===== src/rtl/psr_pkg.sv =====
package psr_pkg;

    // event kinds carried in the mode field
    typedef enum logic [1:0] {
        MODE_BEGIN  = 2'd0,
        MODE_UPDATE = 2'd1,
        MODE_END    = 2'd2,
        MODE_OTHER  = 2'd3
    } mode_t;

    // verdict codes of one result word
    typedef enum logic [2:0] {
        VERDICT_IGNORE  = 3'd0,
        VERDICT_MAYBE   = 3'd1,
        VERDICT_TRIGGER = 3'd2,
        VERDICT_FINISH  = 3'd3,
        VERDICT_CANCEL  = 3'd4
    } verdict_t;

    localparam int MODE_W       = 2;
    localparam int COUNT_W      = 4;
    localparam int VERDICT_W    = 3;
    localparam int STEP_W       = 17;
    localparam int THRESHOLD_W  = 10;
    localparam int APB_ADDR_W   = 3;
    localparam int APB_DATA_W   = 32;

    // scale is kept in tenths: 0.7 per pixel of span change
    localparam int STEP_GAIN       = 7;
    localparam int TENTHS_PER_UNIT = 10;

    localparam logic [COUNT_W-1:0]     MIN_LIVE_POINTS = 4'd2;
    localparam logic [THRESHOLD_W-1:0] THRESHOLD_RESET = 10'd20;

    // register word indexes (byte address bits above the word offset)
    localparam logic REG_THRESHOLD = 1'b0;

endpackage


===== src/rtl/psr_event_if.sv =====
interface psr_event_if #(
    parameter int COORD_BITS = 12
);
    logic                            valid;
    logic                            ready;
    logic [psr_pkg::MODE_W-1:0]      mode;
    logic [psr_pkg::COUNT_W-1:0]     point_count;
    logic [COORD_BITS-1:0]           first_x;
    logic [COORD_BITS-1:0]           first_y;
    logic [COORD_BITS-1:0]           second_x;
    logic [COORD_BITS-1:0]           second_y;
    logic [COORD_BITS-1:0]           prev_first_x;
    logic [COORD_BITS-1:0]           prev_first_y;
    logic [COORD_BITS-1:0]           prev_second_x;
    logic [COORD_BITS-1:0]           prev_second_y;
    logic                            first_released;
    logic                            second_released;

    modport source (
        output valid, mode, point_count, first_x, first_y, second_x, second_y,
               prev_first_x, prev_first_y, prev_second_x, prev_second_y,
               first_released, second_released,
        input  ready
    );

    modport sink (
        input  valid, mode, point_count, first_x, first_y, second_x, second_y,
               prev_first_x, prev_first_y, prev_second_x, prev_second_y,
               first_released, second_released,
        output ready
    );
endinterface


===== src/rtl/psr_result_if.sv =====
interface psr_result_if #(
    parameter int COORD_BITS = 12,
    parameter int TOTAL_BITS = 24
);
    logic                              valid;
    logic                              ready;
    logic [psr_pkg::VERDICT_W-1:0]     verdict;
    logic                              consume_hint;
    logic                              accepted;
    logic signed [psr_pkg::STEP_W-1:0] step_scale_tenths;
    logic signed [TOTAL_BITS-1:0]      total_scale_tenths;
    logic [COORD_BITS:0]               hotspot_x_doubled;
    logic [COORD_BITS:0]               hotspot_y_doubled;
    logic                              hotspot_valid;

    modport source (
        output valid, verdict, consume_hint, accepted, step_scale_tenths,
               total_scale_tenths, hotspot_x_doubled, hotspot_y_doubled,
               hotspot_valid,
        input  ready
    );

    modport sink (
        input  valid, verdict, consume_hint, accepted, step_scale_tenths,
               total_scale_tenths, hotspot_x_doubled, hotspot_y_doubled,
               hotspot_valid,
        output ready
    );
endinterface


===== src/rtl/psr_step.sv =====
module psr_step #(
    parameter int COORD_BITS = 12,
    parameter int TOTAL_BITS = 24
) (
    input  psr_pkg::mode_t                      mode,
    input  logic [psr_pkg::COUNT_W-1:0]         point_count,
    input  logic [COORD_BITS-1:0]               first_x,
    input  logic [COORD_BITS-1:0]               first_y,
    input  logic [COORD_BITS-1:0]               second_x,
    input  logic [COORD_BITS-1:0]               second_y,
    input  logic [COORD_BITS-1:0]               prev_first_x,
    input  logic [COORD_BITS-1:0]               prev_first_y,
    input  logic [COORD_BITS-1:0]               prev_second_x,
    input  logic [COORD_BITS-1:0]               prev_second_y,
    input  logic                                first_released,
    input  logic                                second_released,
    input  logic [psr_pkg::THRESHOLD_W-1:0]     threshold,
    input  logic                                active,
    input  logic signed [TOTAL_BITS-1:0]        total,
    output psr_pkg::verdict_t                   verdict,
    output logic                                consume_hint,
    output logic                                accepted,
    output logic signed [psr_pkg::STEP_W-1:0]   step_scale_tenths,
    output logic signed [TOTAL_BITS-1:0]        total_next,
    output logic                                active_next,
    output logic [COORD_BITS:0]                 hotspot_x_doubled,
    output logic [COORD_BITS:0]                 hotspot_y_doubled,
    output logic                                hotspot_valid
);

    localparam int SW = (COORD_BITS + 5 > psr_pkg::STEP_W) ? COORD_BITS + 5 : psr_pkg::STEP_W;
    localparam int AW = ((TOTAL_BITS > SW) ? TOTAL_BITS : SW) + 1;
    localparam logic signed [AW-1:0] TMAX =
        AW'((64'd1 << (TOTAL_BITS - 1)) - 64'd1);
    localparam logic signed [AW-1:0] TMIN = -TMAX;

    logic                         two;
    logic                         released;
    logic [COORD_BITS-1:0]        hot_sx;
    logic [COORD_BITS-1:0]        hot_sy;
    logic [COORD_BITS-1:0]        span_x;
    logic [COORD_BITS-1:0]        span_y;
    logic [COORD_BITS-1:0]        span_px;
    logic [COORD_BITS-1:0]        span_py;
    logic signed [COORD_BITS+1:0] span_delta;
    logic signed [SW-1:0]         step_full;
    logic signed [AW-1:0]         total_sum;
    logic signed [TOTAL_BITS-1:0] total_sat;
    logic [TOTAL_BITS-1:0]        total_mag;
    logic [TOTAL_BITS-1:0]        trip_limit;
    logic                         over_limit;
    logic [COORD_BITS:0]          hot_x;
    logic [COORD_BITS:0]          hot_y;

    assign two      = (point_count >= psr_pkg::MIN_LIVE_POINTS);
    assign released = first_released | second_released;

    // a single-point begin uses the first point twice
    assign hot_sx = (mode == psr_pkg::MODE_BEGIN && !two) ? first_x : second_x;
    assign hot_sy = (mode == psr_pkg::MODE_BEGIN && !two) ? first_y : second_y;
    assign hot_x  = {1'b0, first_x} + {1'b0, hot_sx};
    assign hot_y  = {1'b0, first_y} + {1'b0, hot_sy};

    // horizontal and vertical spans, now and before
    assign span_x  = (second_x > first_x) ? second_x - first_x : first_x - second_x;
    assign span_y  = (second_y > first_y) ? second_y - first_y : first_y - second_y;
    assign span_px = (prev_second_x > prev_first_x) ? prev_second_x - prev_first_x
                                                    : prev_first_x - prev_second_x;
    assign span_py = (prev_second_y > prev_first_y) ? prev_second_y - prev_first_y
                                                    : prev_first_y - prev_second_y;

    assign span_delta = $signed({2'b00, span_x}) - $signed({2'b00, span_px})
                      + $signed({2'b00, span_y}) - $signed({2'b00, span_py});

    // step in tenths, 0.7 per pixel
    assign step_full = SW'(span_delta) * SW'(psr_pkg::STEP_GAIN);

    // saturating running total
    assign total_sum = AW'(total) + AW'(step_full);
    always_comb
    begin
        priority if (total_sum > TMAX)
        begin
            total_sat = TOTAL_BITS'(TMAX);
        end
        else if (total_sum < TMIN)
        begin
            total_sat = TOTAL_BITS'(TMIN);
        end
        else
        begin
            total_sat = TOTAL_BITS'(total_sum);
        end
    end

    // trunc(|total| / 10) > threshold  <=>  |total| > 10 * threshold + 9
    assign total_mag  = total_sat[TOTAL_BITS-1] ? TOTAL_BITS'(-total_sat)
                                                : TOTAL_BITS'(total_sat);
    assign trip_limit = TOTAL_BITS'(threshold) * TOTAL_BITS'(psr_pkg::TENTHS_PER_UNIT)
                      + TOTAL_BITS'(psr_pkg::TENTHS_PER_UNIT - 1);
    assign over_limit = (total_mag > trip_limit);

    // verdict and state update per event kind
    always_comb
    begin
        verdict           = psr_pkg::VERDICT_IGNORE;
        consume_hint      = 1'b0;
        accepted          = 1'b0;
        hotspot_valid     = 1'b0;
        step_scale_tenths = '0;
        total_next        = total;
        active_next       = active;
        unique case (mode)
            psr_pkg::MODE_BEGIN:
            begin
                verdict       = psr_pkg::VERDICT_MAYBE;
                consume_hint  = 1'b1;
                accepted      = 1'b1;
                hotspot_valid = 1'b1;
            end
            psr_pkg::MODE_UPDATE:
            begin
                if (!two || released)
                begin
                    verdict = active ? psr_pkg::VERDICT_FINISH : psr_pkg::VERDICT_MAYBE;
                end
                else
                begin
                    accepted          = 1'b1;
                    hotspot_valid     = 1'b1;
                    step_scale_tenths = step_full[psr_pkg::STEP_W-1:0];
                    total_next        = total_sat;
                    verdict = (active || over_limit) ? psr_pkg::VERDICT_TRIGGER
                                                     : psr_pkg::VERDICT_MAYBE;
                end
            end
            psr_pkg::MODE_END:
            begin
                verdict = active ? psr_pkg::VERDICT_FINISH : psr_pkg::VERDICT_CANCEL;
            end
            psr_pkg::MODE_OTHER:
            begin
                verdict = psr_pkg::VERDICT_IGNORE;
            end
            default:
            begin
                verdict = psr_pkg::VERDICT_IGNORE;
            end
        endcase

        if (verdict == psr_pkg::VERDICT_TRIGGER)
        begin
            active_next = 1'b1;
        end
        if (verdict == psr_pkg::VERDICT_FINISH || verdict == psr_pkg::VERDICT_CANCEL)
        begin
            active_next = 1'b0;
            total_next  = '0;
        end
    end

    assign hotspot_x_doubled = hotspot_valid ? hot_x : '0;
    assign hotspot_y_doubled = hotspot_valid ? hot_y : '0;

endmodule


===== src/rtl/pinch_scale_recognizer.sv =====
// Pinch-scale recognizer: one touch event word in, one verdict word out. Each event is
// registered in the input register on acceptance and evaluated there against the gesture
// state (active flag and saturating scale total in tenths); its result is captured in the
// output register once that register is free or draining. A new event can be accepted
// every cycle while results are taken; a result that waits leaves room for one more event
// in the input register, after which the input stalls until the result is taken. Throughput
// is one word per cycle while results are taken, set by the single evaluate-and-update step
// that carries the total from one event to the next. The threshold register sits at byte
// address 0 of the APB port; the user must write it only while no event is in flight, as
// the block itself does not enforce it. It resets to 20.
module pinch_scale_recognizer #(
    parameter int COORD_BITS = 12,
    parameter int TOTAL_BITS = 24
) (
    input  logic                               clk,
    input  logic                               rst_n,
    psr_event_if.sink                          evt,
    psr_result_if.source                       res,
    input  logic                               psel,
    input  logic                               penable,
    input  logic                               pwrite,
    input  logic [psr_pkg::APB_ADDR_W-1:0]     paddr,
    input  logic [psr_pkg::APB_DATA_W-1:0]     pwdata,
    output logic [psr_pkg::APB_DATA_W-1:0]     prdata,
    output logic                               pready
);

    // configuration
    logic [psr_pkg::THRESHOLD_W-1:0] threshold_reg;
    logic [psr_pkg::THRESHOLD_W-1:0] threshold_next;

    // gesture state
    logic                            active_reg;
    logic                            active_next;
    logic signed [TOTAL_BITS-1:0]    total_reg;
    logic signed [TOTAL_BITS-1:0]    total_next;

    // input stage
    logic                            in_valid_reg;
    logic                            in_valid_next;
    psr_pkg::mode_t                  mode_reg;
    logic [psr_pkg::COUNT_W-1:0]     count_reg;
    logic [COORD_BITS-1:0]           fx_reg;
    logic [COORD_BITS-1:0]           fy_reg;
    logic [COORD_BITS-1:0]           sx_reg;
    logic [COORD_BITS-1:0]           sy_reg;
    logic [COORD_BITS-1:0]           pfx_reg;
    logic [COORD_BITS-1:0]           pfy_reg;
    logic [COORD_BITS-1:0]           psx_reg;
    logic [COORD_BITS-1:0]           psy_reg;
    logic                            frel_reg;
    logic                            srel_reg;

    // result stage
    logic                            out_valid_reg;
    logic                            out_valid_next;
    psr_pkg::verdict_t               verdict_reg;
    logic                            consume_reg;
    logic                            accepted_reg;
    logic signed [psr_pkg::STEP_W-1:0] step_reg;
    logic signed [TOTAL_BITS-1:0]    total_out_reg;
    logic [COORD_BITS:0]             hx_reg;
    logic [COORD_BITS:0]             hy_reg;
    logic                            hvalid_reg;

    // evaluation results
    psr_pkg::verdict_t               eval_verdict;
    logic                            eval_consume;
    logic                            eval_accepted;
    logic signed [psr_pkg::STEP_W-1:0] eval_step;
    logic [COORD_BITS:0]             eval_hx;
    logic [COORD_BITS:0]             eval_hy;
    logic                            eval_hvalid;

    logic                            advance;
    logic                            take_in;
    logic                            cfg_write;

    // handshakes: the input stage moves on whenever the result register is free or draining
    assign advance   = in_valid_reg && (!out_valid_reg || res.ready);
    assign evt.ready = !in_valid_reg || advance;
    assign take_in   = evt.valid && evt.ready;

    assign in_valid_next  = take_in ? 1'b1 : (advance ? 1'b0 : in_valid_reg);
    assign out_valid_next = advance ? 1'b1 : (res.ready ? 1'b0 : out_valid_reg);

    // apb register access
    assign pready    = 1'b1;
    assign cfg_write = psel && penable && pwrite
                    && (paddr[psr_pkg::APB_ADDR_W-1] == psr_pkg::REG_THRESHOLD);
    assign threshold_next = cfg_write ? pwdata[psr_pkg::THRESHOLD_W-1:0] : threshold_reg;
    assign prdata = (paddr[psr_pkg::APB_ADDR_W-1] == psr_pkg::REG_THRESHOLD)
                  ? psr_pkg::APB_DATA_W'(threshold_reg) : '0;

    // evaluation of the registered event
    psr_step #(
        .COORD_BITS (COORD_BITS),
        .TOTAL_BITS (TOTAL_BITS)
    ) u_step (
        .mode              (mode_reg),
        .point_count       (count_reg),
        .first_x           (fx_reg),
        .first_y           (fy_reg),
        .second_x          (sx_reg),
        .second_y          (sy_reg),
        .prev_first_x      (pfx_reg),
        .prev_first_y      (pfy_reg),
        .prev_second_x     (psx_reg),
        .prev_second_y     (psy_reg),
        .first_released    (frel_reg),
        .second_released   (srel_reg),
        .threshold         (threshold_reg),
        .active            (active_reg),
        .total             (total_reg),
        .verdict           (eval_verdict),
        .consume_hint      (eval_consume),
        .accepted          (eval_accepted),
        .step_scale_tenths (eval_step),
        .total_next        (total_next),
        .active_next       (active_next),
        .hotspot_x_doubled (eval_hx),
        .hotspot_y_doubled (eval_hy),
        .hotspot_valid     (eval_hvalid)
    );

    // control and state registers
    always_ff @(posedge clk or negedge rst_n)
    begin
        if (!rst_n)
        begin
            threshold_reg <= psr_pkg::THRESHOLD_RESET;
            active_reg    <= 1'b0;
            total_reg     <= '0;
            in_valid_reg  <= 1'b0;
            out_valid_reg <= 1'b0;
        end
        else
        begin
            threshold_reg <= threshold_next;
            in_valid_reg  <= in_valid_next;
            out_valid_reg <= out_valid_next;
            if (advance)
            begin
                active_reg <= active_next;
                total_reg  <= total_next;
            end
        end
    end

    // input word capture
    always_ff @(posedge clk)
    begin
        if (take_in)
        begin
            mode_reg  <= psr_pkg::mode_t'(evt.mode);
            count_reg <= evt.point_count;
            fx_reg    <= evt.first_x;
            fy_reg    <= evt.first_y;
            sx_reg    <= evt.second_x;
            sy_reg    <= evt.second_y;
            pfx_reg   <= evt.prev_first_x;
            pfy_reg   <= evt.prev_first_y;
            psx_reg   <= evt.prev_second_x;
            psy_reg   <= evt.prev_second_y;
            frel_reg  <= evt.first_released;
            srel_reg  <= evt.second_released;
        end
    end

    // result word capture
    always_ff @(posedge clk)
    begin
        if (advance)
        begin
            verdict_reg   <= eval_verdict;
            consume_reg   <= eval_consume;
            accepted_reg  <= eval_accepted;
            step_reg      <= eval_step;
            total_out_reg <= total_next;
            hx_reg        <= eval_hx;
            hy_reg        <= eval_hy;
            hvalid_reg    <= eval_hvalid;
        end
    end

    assign res.valid              = out_valid_reg;
    assign res.verdict            = verdict_reg;
    assign res.consume_hint       = consume_reg;
    assign res.accepted           = accepted_reg;
    assign res.step_scale_tenths  = step_reg;
    assign res.total_scale_tenths = total_out_reg;
    assign res.hotspot_x_doubled  = hx_reg;
    assign res.hotspot_y_doubled  = hy_reg;
    assign res.hotspot_valid      = hvalid_reg;

endmodule

===== src/flat_wrapper.sv =====
// flat-port wrapper written by rule: the top's interface ports become plain ports
module pinch_scale_recognizer_flat 
#(
    parameter int COORD_BITS = 12,
    parameter int TOTAL_BITS = 24
)
  (clk, rst_n, psel, penable, pwrite, paddr, pwdata, prdata, pready, evt_valid, evt_mode, evt_point_count, evt_first_x, evt_first_y, evt_second_x, evt_second_y, evt_prev_first_x, evt_prev_first_y, evt_prev_second_x, evt_prev_second_y, evt_first_released, evt_second_released, evt_ready, res_valid, res_verdict, res_consume_hint, res_accepted, res_step_scale_tenths, res_total_scale_tenths, res_hotspot_x_doubled, res_hotspot_y_doubled, res_hotspot_valid, res_ready);
  psr_event_if #(.COORD_BITS(COORD_BITS)) evt_i ();
  psr_result_if #(.COORD_BITS(COORD_BITS), .TOTAL_BITS(TOTAL_BITS)) res_i ();
  input  logic clk;
  input  logic rst_n;
  input  logic psel;
  input  logic penable;
  input  logic pwrite;
  input  logic [psr_pkg::APB_ADDR_W-1:0] paddr;
  input  logic [psr_pkg::APB_DATA_W-1:0] pwdata;
  output logic [psr_pkg::APB_DATA_W-1:0] prdata;
  output logic pready;
  input wire logic [$bits(evt_i.valid)-1:0] evt_valid;
  input wire logic [$bits(evt_i.mode)-1:0] evt_mode;
  input wire logic [$bits(evt_i.point_count)-1:0] evt_point_count;
  input wire logic [$bits(evt_i.first_x)-1:0] evt_first_x;
  input wire logic [$bits(evt_i.first_y)-1:0] evt_first_y;
  input wire logic [$bits(evt_i.second_x)-1:0] evt_second_x;
  input wire logic [$bits(evt_i.second_y)-1:0] evt_second_y;
  input wire logic [$bits(evt_i.prev_first_x)-1:0] evt_prev_first_x;
  input wire logic [$bits(evt_i.prev_first_y)-1:0] evt_prev_first_y;
  input wire logic [$bits(evt_i.prev_second_x)-1:0] evt_prev_second_x;
  input wire logic [$bits(evt_i.prev_second_y)-1:0] evt_prev_second_y;
  input wire logic [$bits(evt_i.first_released)-1:0] evt_first_released;
  input wire logic [$bits(evt_i.second_released)-1:0] evt_second_released;
  output wire logic [$bits(evt_i.ready)-1:0] evt_ready;
  output wire logic [$bits(res_i.valid)-1:0] res_valid;
  output wire logic [$bits(res_i.verdict)-1:0] res_verdict;
  output wire logic [$bits(res_i.consume_hint)-1:0] res_consume_hint;
  output wire logic [$bits(res_i.accepted)-1:0] res_accepted;
  output wire logic [$bits(res_i.step_scale_tenths)-1:0] res_step_scale_tenths;
  output wire logic [$bits(res_i.total_scale_tenths)-1:0] res_total_scale_tenths;
  output wire logic [$bits(res_i.hotspot_x_doubled)-1:0] res_hotspot_x_doubled;
  output wire logic [$bits(res_i.hotspot_y_doubled)-1:0] res_hotspot_y_doubled;
  output wire logic [$bits(res_i.hotspot_valid)-1:0] res_hotspot_valid;
  input wire logic [$bits(res_i.ready)-1:0] res_ready;
  assign evt_i.valid = evt_valid;
  assign evt_i.mode = evt_mode;
  assign evt_i.point_count = evt_point_count;
  assign evt_i.first_x = evt_first_x;
  assign evt_i.first_y = evt_first_y;
  assign evt_i.second_x = evt_second_x;
  assign evt_i.second_y = evt_second_y;
  assign evt_i.prev_first_x = evt_prev_first_x;
  assign evt_i.prev_first_y = evt_prev_first_y;
  assign evt_i.prev_second_x = evt_prev_second_x;
  assign evt_i.prev_second_y = evt_prev_second_y;
  assign evt_i.first_released = evt_first_released;
  assign evt_i.second_released = evt_second_released;
  assign evt_ready = evt_i.ready;
  assign res_valid = res_i.valid;
  assign res_verdict = res_i.verdict;
  assign res_consume_hint = res_i.consume_hint;
  assign res_accepted = res_i.accepted;
  assign res_step_scale_tenths = res_i.step_scale_tenths;
  assign res_total_scale_tenths = res_i.total_scale_tenths;
  assign res_hotspot_x_doubled = res_i.hotspot_x_doubled;
  assign res_hotspot_y_doubled = res_i.hotspot_y_doubled;
  assign res_hotspot_valid = res_i.hotspot_valid;
  assign res_i.ready = res_ready;
  pinch_scale_recognizer #(.COORD_BITS(COORD_BITS), .TOTAL_BITS(TOTAL_BITS)) u_core (.clk(clk), .rst_n(rst_n), .evt(evt_i), .res(res_i), .psel(psel), .penable(penable), .pwrite(pwrite), .paddr(paddr), .pwdata(pwdata), .prdata(prdata), .pready(pready));
endmodule

===== config.mk =====
export PLATFORM = sky130hd
export DESIGN_NAME = pinch_scale_recognizer_flat
export DESIGN_NICKNAME = d
export VERILOG_FILES = /design/src/rtl/psr_pkg.sv /design/src/rtl/psr_event_if.sv /design/src/rtl/psr_result_if.sv /design/src/rtl/psr_step.sv /design/src/rtl/pinch_scale_recognizer.sv /design/src/flat_wrapper.sv
export SDC_FILE = /design/constraint.sdc
export NUM_CORES = 1
export LEC_CHECK = 0
export BUFFER_PORTS_ARGS = -buffer_cell sky130_fd_sc_hd__buf_2
export CORE_ASPECT_RATIO = 0.8
export CORE_UTILIZATION = 45
export DETAILED_ROUTE_END_ITERATION = 12
export GPL_TIMING_DRIVEN = 1
export SLEW_MARGIN = 20
export SYNTH_ARGS = -nofsm -noshare
export SYNTH_HDL_FRONTEND = slang
export SYNTH_SLANG_ARGS = --single-unit

===== constraint.sdc =====
create_clock -name clk -period 42.9 [get_ports clk]
set_clock_uncertainty 0.1 [all_clocks]
set_input_delay 8.58 -clock clk [delete_from_list [all_inputs] [get_ports clk]]
set_output_delay 8.58 -clock clk [all_outputs]
set_load 0.03 [all_outputs]

==> flow_summary.yaml, run 1 <==
sta:
  period_share: 0.414
  setup-tns-final_ns: 0
  tightest_slew_ns: 0.971
  slew_headroom: 0.349
  setup_viol: 0
  maxSlewViolCount: 0
  timing.fmax_ghz: 0.0563
  layout_min_cycle_time_ns: 17.75
  grt_setup_unrepaired: "false"
  final_hold_viol_count: 0
routing:
  dr_wl_met3_um: 2700
  wire_per_inst_um: 17.5
  drtIter0Drc: 1062
  drc: 0
  dr.pass1.iters: 5
  wl_met1_um: 23900
  met2_length_um: 20500
  ant_nets: 0
  routed.top_layer: "met5"
  wl_um: 47800
  vias: 14604
  vias_per_cell: 5.36
setup_path:
  arrival_ns: 9.07
  required_ns: 34.22
  setup.worst_path.end_class: "output port"
  start_kind: "input port"
  critPathKind: "input port to output port"
  path_max_fanout: 3
grt:
  grt_max_degree: 65
  grt_remaining_overflow: 0
  grt_pass1_wl_um: 74700
  grt.total_usage: 0.224
  grt_pass1_vias: 13757
  antenna_found_initial: 4
yosys:
  ys_ff_latch: 212
  muxShareOfSynthArea: 0.0343
  synth_compound_area_frac: 0.179
  synthFlopType: "edfxtp_1"
  ys_warn_count: 0
  syn_area_mm2: 0.0185
  ys_seq_area_frac: 0.334
  synthSimpleGateAreaFrac: 0.125
  syn_inst: 1969
  synth-edff-count: 175
  avgSynthCellArea_um2: 9.41
  ys_types: 97
  synth_top_family_by_area: "adder cells"
  async_flop_share: 0.175
  yosys.area_share.adder: 0.196
  synth-xor-area-share: 0.0643
clock_tree:
  holdBufCountCts: 0
  cts_buffer_depth: 3
  cts_root_buffer: "clkbuf_16"
  cts_setup_buffers: 0
  cts_sinks: 212
  htreeDepth: 1
  cts_resized: 0
  cts_buffers: 24
  clk_pin_slew_ns: 0.07
  tritoncts: "yes"
  worstSkewPairLatency_ns: 0.54
placed_design:
  dp_hpwl_um: 38000
  port_buffers: 205
  gp_congestion: 0.940
final_layout:
  final_cell_mix: "235 x inv_1, 230 x ha_1, 205 x buf_2, 175 x edfxtp_1, 164 x a21oi_1"
  fin_nets: 2573
  post_route_cells_drive_above_1_share: 0.144
  syn2layout_area_growth_pct: 12.7
  fill_cells: 3794
  layout_commonest_cell: "inv_1"
floorplan:
  num_rows: 66
  die_w_um: 229
  start_util: 0.456
  pin_count: 254
  fp.dieArea_mm2: 0.0420
  die_h_um: 184
  core_mm2: 0.0406
outcome:
  outcome: "complete, no violations"
run:
  maxCapViolations: 0
min_path:
  hp-class: "flip-flop to flip-flop"
==> cells in the mapped netlist (all sizes together) (7+ instances only) <==
cell / instances / share of area
fa: 37 / 0.040
mux2: 20 / 0.012
dfrtp: 35 / 0.047
edfxtp: 175 / 0.28
o211ai: 10 / 0.0041
o21bai: 35 / 0.014
a31oi: 9 / 0.0034
xor2: 41 / 0.019
ha: 230 / 0.16
nor2: 135 / 0.028
buf: 35 / 0.013
and2: 26 / 0.0088
nor2b: 27 / 0.0091
nor3: 32 / 0.0092
a21boi: 10 / 0.0041
a211oi: 18 / 0.0082
o21a: 12 / 0.0049
nor4: 7 / 0.0032
nand3: 29 / 0.0078
or2: 7 / 0.0024
a21oi: 167 / 0.046
or3: 7 / 0.0024
mux2i: 41 / 0.022
clkbuf: 40 / 0.0081
a22o: 11 / 0.0052
nand4: 16 / 0.0054
and3: 15 / 0.0056
inv: 235 / 0.048
o21ai: 103 / 0.028
nand2: 139 / 0.028
nand2b: 19 / 0.0064
xnor2: 95 / 0.045
a21o: 62 / 0.025
==> stage by stage <==
stage,util,worst slack [ns],cell area (um2),std cells,hold slack [ns]
2_1_floorplan,-,25.00,18600,1991,0.349
5_1_grt,0.514,25.11,20900,2724,0.449
4_1_cts,0.513,25.15,20900,2721,0.427
3_3_place_gp,0.493,25.17,20000,2677,0.377
6_report,0.514,25.15,20900,2724,0.426
3_5_place_dp,0.493,25.15,20000,2677,0.411
==> worst max-delay path: stages <==
cell and delay (ns):
buf_2 0.10, nand3b_1 0.19, buf_2 0.20
==> worst paths after layout <==
check	start	endpoint	slack (ns)	depth (start not counted)
max in group asynchronous	rst_n	u_core.threshold_reg[4]$_DFFE_PN1P_	34.22	2
min reg2reg	u_core.total_reg[8]$_DFFE_PN0P_	u_core.total_reg[8]$_DFFE_PN0P_	0.43	2
min	u_core.total_reg[8]$_DFFE_PN0P_	u_core.total_reg[8]$_DFFE_PN0P_	0.43	2
min in group asynchronous	rst_n	u_core.total_reg[9]$_DFFE_PN0P_	7.88	1
max	res_ready	evt_ready	25.15	3
max reg2reg	u_core.psx_reg[0]$_DFFE_PP_	u_core.res.verdict[1]$_DFFE_PP_	26.72	66
==> logic make-up after synthesis <==
| kind of cell | after synthesis |
|---|---|
| fa+ha+maj | 268 |
| compound gates | 502 |
| flops | 212 |
| xor+xnor | 136 |
| buf+inv | 310 |
| mux | 61 |
| other cells | 2 |
| simple gates | 478 |
==> routing by layer <==
layer,GRT usage,vias up
li1,-,7264
met1,0.336,6933
met2,0.339,361
met3,0.0364,42
met4,0.0379,4
met5,0,-
==> area by class of cell <==
class                           count  area, um2  area share
Multi-Input combinational cell   1469      11200       0.536
Sequential cell                   212       6180       0.296
Timing Repair Buffer              218       1140      0.0544
Inverter                          235        882      0.0422
Tap cell                          544        681      0.0326
Clock buffer                       29        651      0.0312
Clock inverter                     15        158     0.00755
Antenna cell                        2       5.00    0.000240
Power of run 1 is left out: the tool's default activity adds up to more than one toggle a clock period on the data nets, which glitch-free logic cannot reach.
==> run 2, diff against run 1 <==
--- a/config.mk
+++ b/config.mk
@@ -10,6 +10,7 @@
 export CORE_UTILIZATION = 45
 export DETAILED_ROUTE_END_ITERATION = 12
 export GPL_TIMING_DRIVEN = 1
+export PLACE_DENSITY = 0.67
 export SLEW_MARGIN = 20
 export SYNTH_ARGS = -nofsm -noshare
 export SYNTH_HDL_FRONTEND = slang
==> constraint.sdc (replaced) <==
create_clock -name clk -period 15.85 [get_ports clk]
set_clock_uncertainty 0.1 [all_clocks]
set_input_delay 3.17 -clock clk [delete_from_list [all_inputs] [get_ports clk]]
set_output_delay 3.17 -clock clk [all_outputs]
set_load 0.03 [all_outputs]
==> run 2 against run 1 <==
Count of clock-buffer cells in the layout is 1 higher. Utilization is 0.40 points higher. Register-to-register slack worse by 26 ns.
==> flow_summary.yaml, run 2 (synthesis results as in run 1) <==
setup_path:
  cpMaxStageDelayCell: "o21ai_1"
  path_max_fanout: 10
  critPathKind: "flip-flop to flip-flop"
  startpoint: "u_core.sx_reg[0]$_DFFE_PP_"
  start_kind: "flip-flop"
  slowest_delay_ns: 0.53
  setup.worst_path.end_class: "flip-flop"
  critPathMostFrequentCell: "a21oi_1"
  r2r-start: "u_core.sx_reg[0]$_DFFE_PP_"
  arrival_ns: 15.15
  required_ns: 16.05
final_layout:
  final_cell_mix: "235 x inv_1, 228 x ha_1, 205 x buf_2, 175 x edfxtp_1, 162 x a21oi_1"
  syn2layout_area_growth_pct: 13.6
  fill_cells: 3725
  post_route_cells_drive_above_1_share: 0.158
  layout_commonest_cell: "inv_1"
  fin_nets: 2590
  seq_area_mm2: 0.00618
  final_cells: 2743
  multi_input_area_mm2: 0.0113
clock_tree:
  holdBufCountCts: 0
  htreeDepth: 1
  tritoncts: "yes"
  cts_sinks: 212
  clk_pin_slew_ns: 0.06
  cts_root_buffer: "clkbuf_16"
  cts_buffers: 25
  worstSkewPairLatency_ns: 0.55
  cts_buffer_depth: 3
grt:
  grt_pass1_wl_um: 75100
  grt_pass1_vias: 14340
  grt_remaining_overflow: 0
  antenna_found_initial: 4
  grt.total_usage: 0.225
  grt_max_degree: 88
placed_design:
  gp_congestion: 0.980
  dpl.cell_count: 2692
  post-place-ws_ns: 0.635
  port_buffers: 205
  dp_hpwl_um: 38300
sta:
  slew_headroom: 0.282
  setup_viol: 0
  setup-tns-final_ns: 0
  final_hold_viol_count: 0
  maxSlewViolCount: 0
  tightest_slew_ns: 1.08
  period_share: 0.943
  layout_min_cycle_time_ns: 14.95
  hold_ws_ns: 0.400
  timing.fmax_ghz: 0.0669
  setup_ws_ns: 0.904
outcome:
  outcome: "complete, no violations"
routing:
  drc: 0
  drtIter0Drc: 1043
  dr.pass1.iters: 5
  ant_nets: 0
  vias_per_cell: 5.46
  vias: 14974
  wl_um: 48200
  wire_per_inst_um: 17.6
run:
  maxCapViolations: 0
min_path:
  hp-class: "flip-flop to flip-flop"
  min_from: "u_core.in_valid_reg$_DFFE_PN0P_"
floorplan:
  die_w_um: 229
  pin_count: 254
  fp.dieArea_mm2: 0.0420
  core_mm2: 0.0406
  start_util: 0.456
  die_h_um: 184
  num_rows: 66
[run 2: path summary, 6_finish.rpt]
kind	slack, ns	depth (start not counted)	to
max	0.90	67	u_core.res.verdict[1]$_DFFE_PP_
max in group asynchronous	12.30	1	u_core.threshold_reg[6]$_DFFE_PN0P_
min reg2reg	0.40	1	u_core.res.valid$_DFFE_PN0P_
min	0.40	1	u_core.res.valid$_DFFE_PN0P_
max reg2reg	0.90	67	u_core.res.verdict[1]$_DFFE_PP_
min in group asynchronous	2.71	1	u_core.total_reg[2]$_DFFE_PN0P_
[run 2: cell type report]
type,instances,area share
Clock inverter,15,0.00600
Tap cell,544,0.0323
Inverter,235,0.0419
Timing Repair Buffer,234,0.0593
Clock buffer,30,0.0311
Sequential cell,212,0.294
Multi-Input combinational cell,1469,0.535
Antenna cell,4,0.000476
[run 2: worst max-delay path: cells and delay by family (launching register included)]
kind,cells,cell delay [ns]
muxes,1,0.45
DFF,1,0.43
buffers and inverters,8,0.85
AOI/OAI and AO/OA,34,6.89
xor gates and xnor gates,4,0.65
and+or+nand+nor,9,1.39
adders and majority gates,11,3.91
[run 2: repair_timing]
item | in CTS | in global routing
buffers inserted | 0 | 2
gates resized for setup | 0 | 18
setup endpoints to repair | 0 | 3
[run 2: metrics by stage]
stage / util / instance area [um2]
finish: 0.518 / 21000
global route: 0.518 / 21000
CTS: 0.515 / 20900
detailed placement: 0.496 / 20200
global placement: 0.496 / 20200
floorplan: - / 18600
[run 2: per-layer routing]
metal	vias to the layer above	part of all wire	GRT usage
met5	-	0.00021	0
li1	7291	-	-
met2	448	0.43	0.345
met3	77	0.069	0.0419
met4	2	0.029	0.0691
met1	7156	0.47	0.320
Power of run 2 is left out for the same reason.
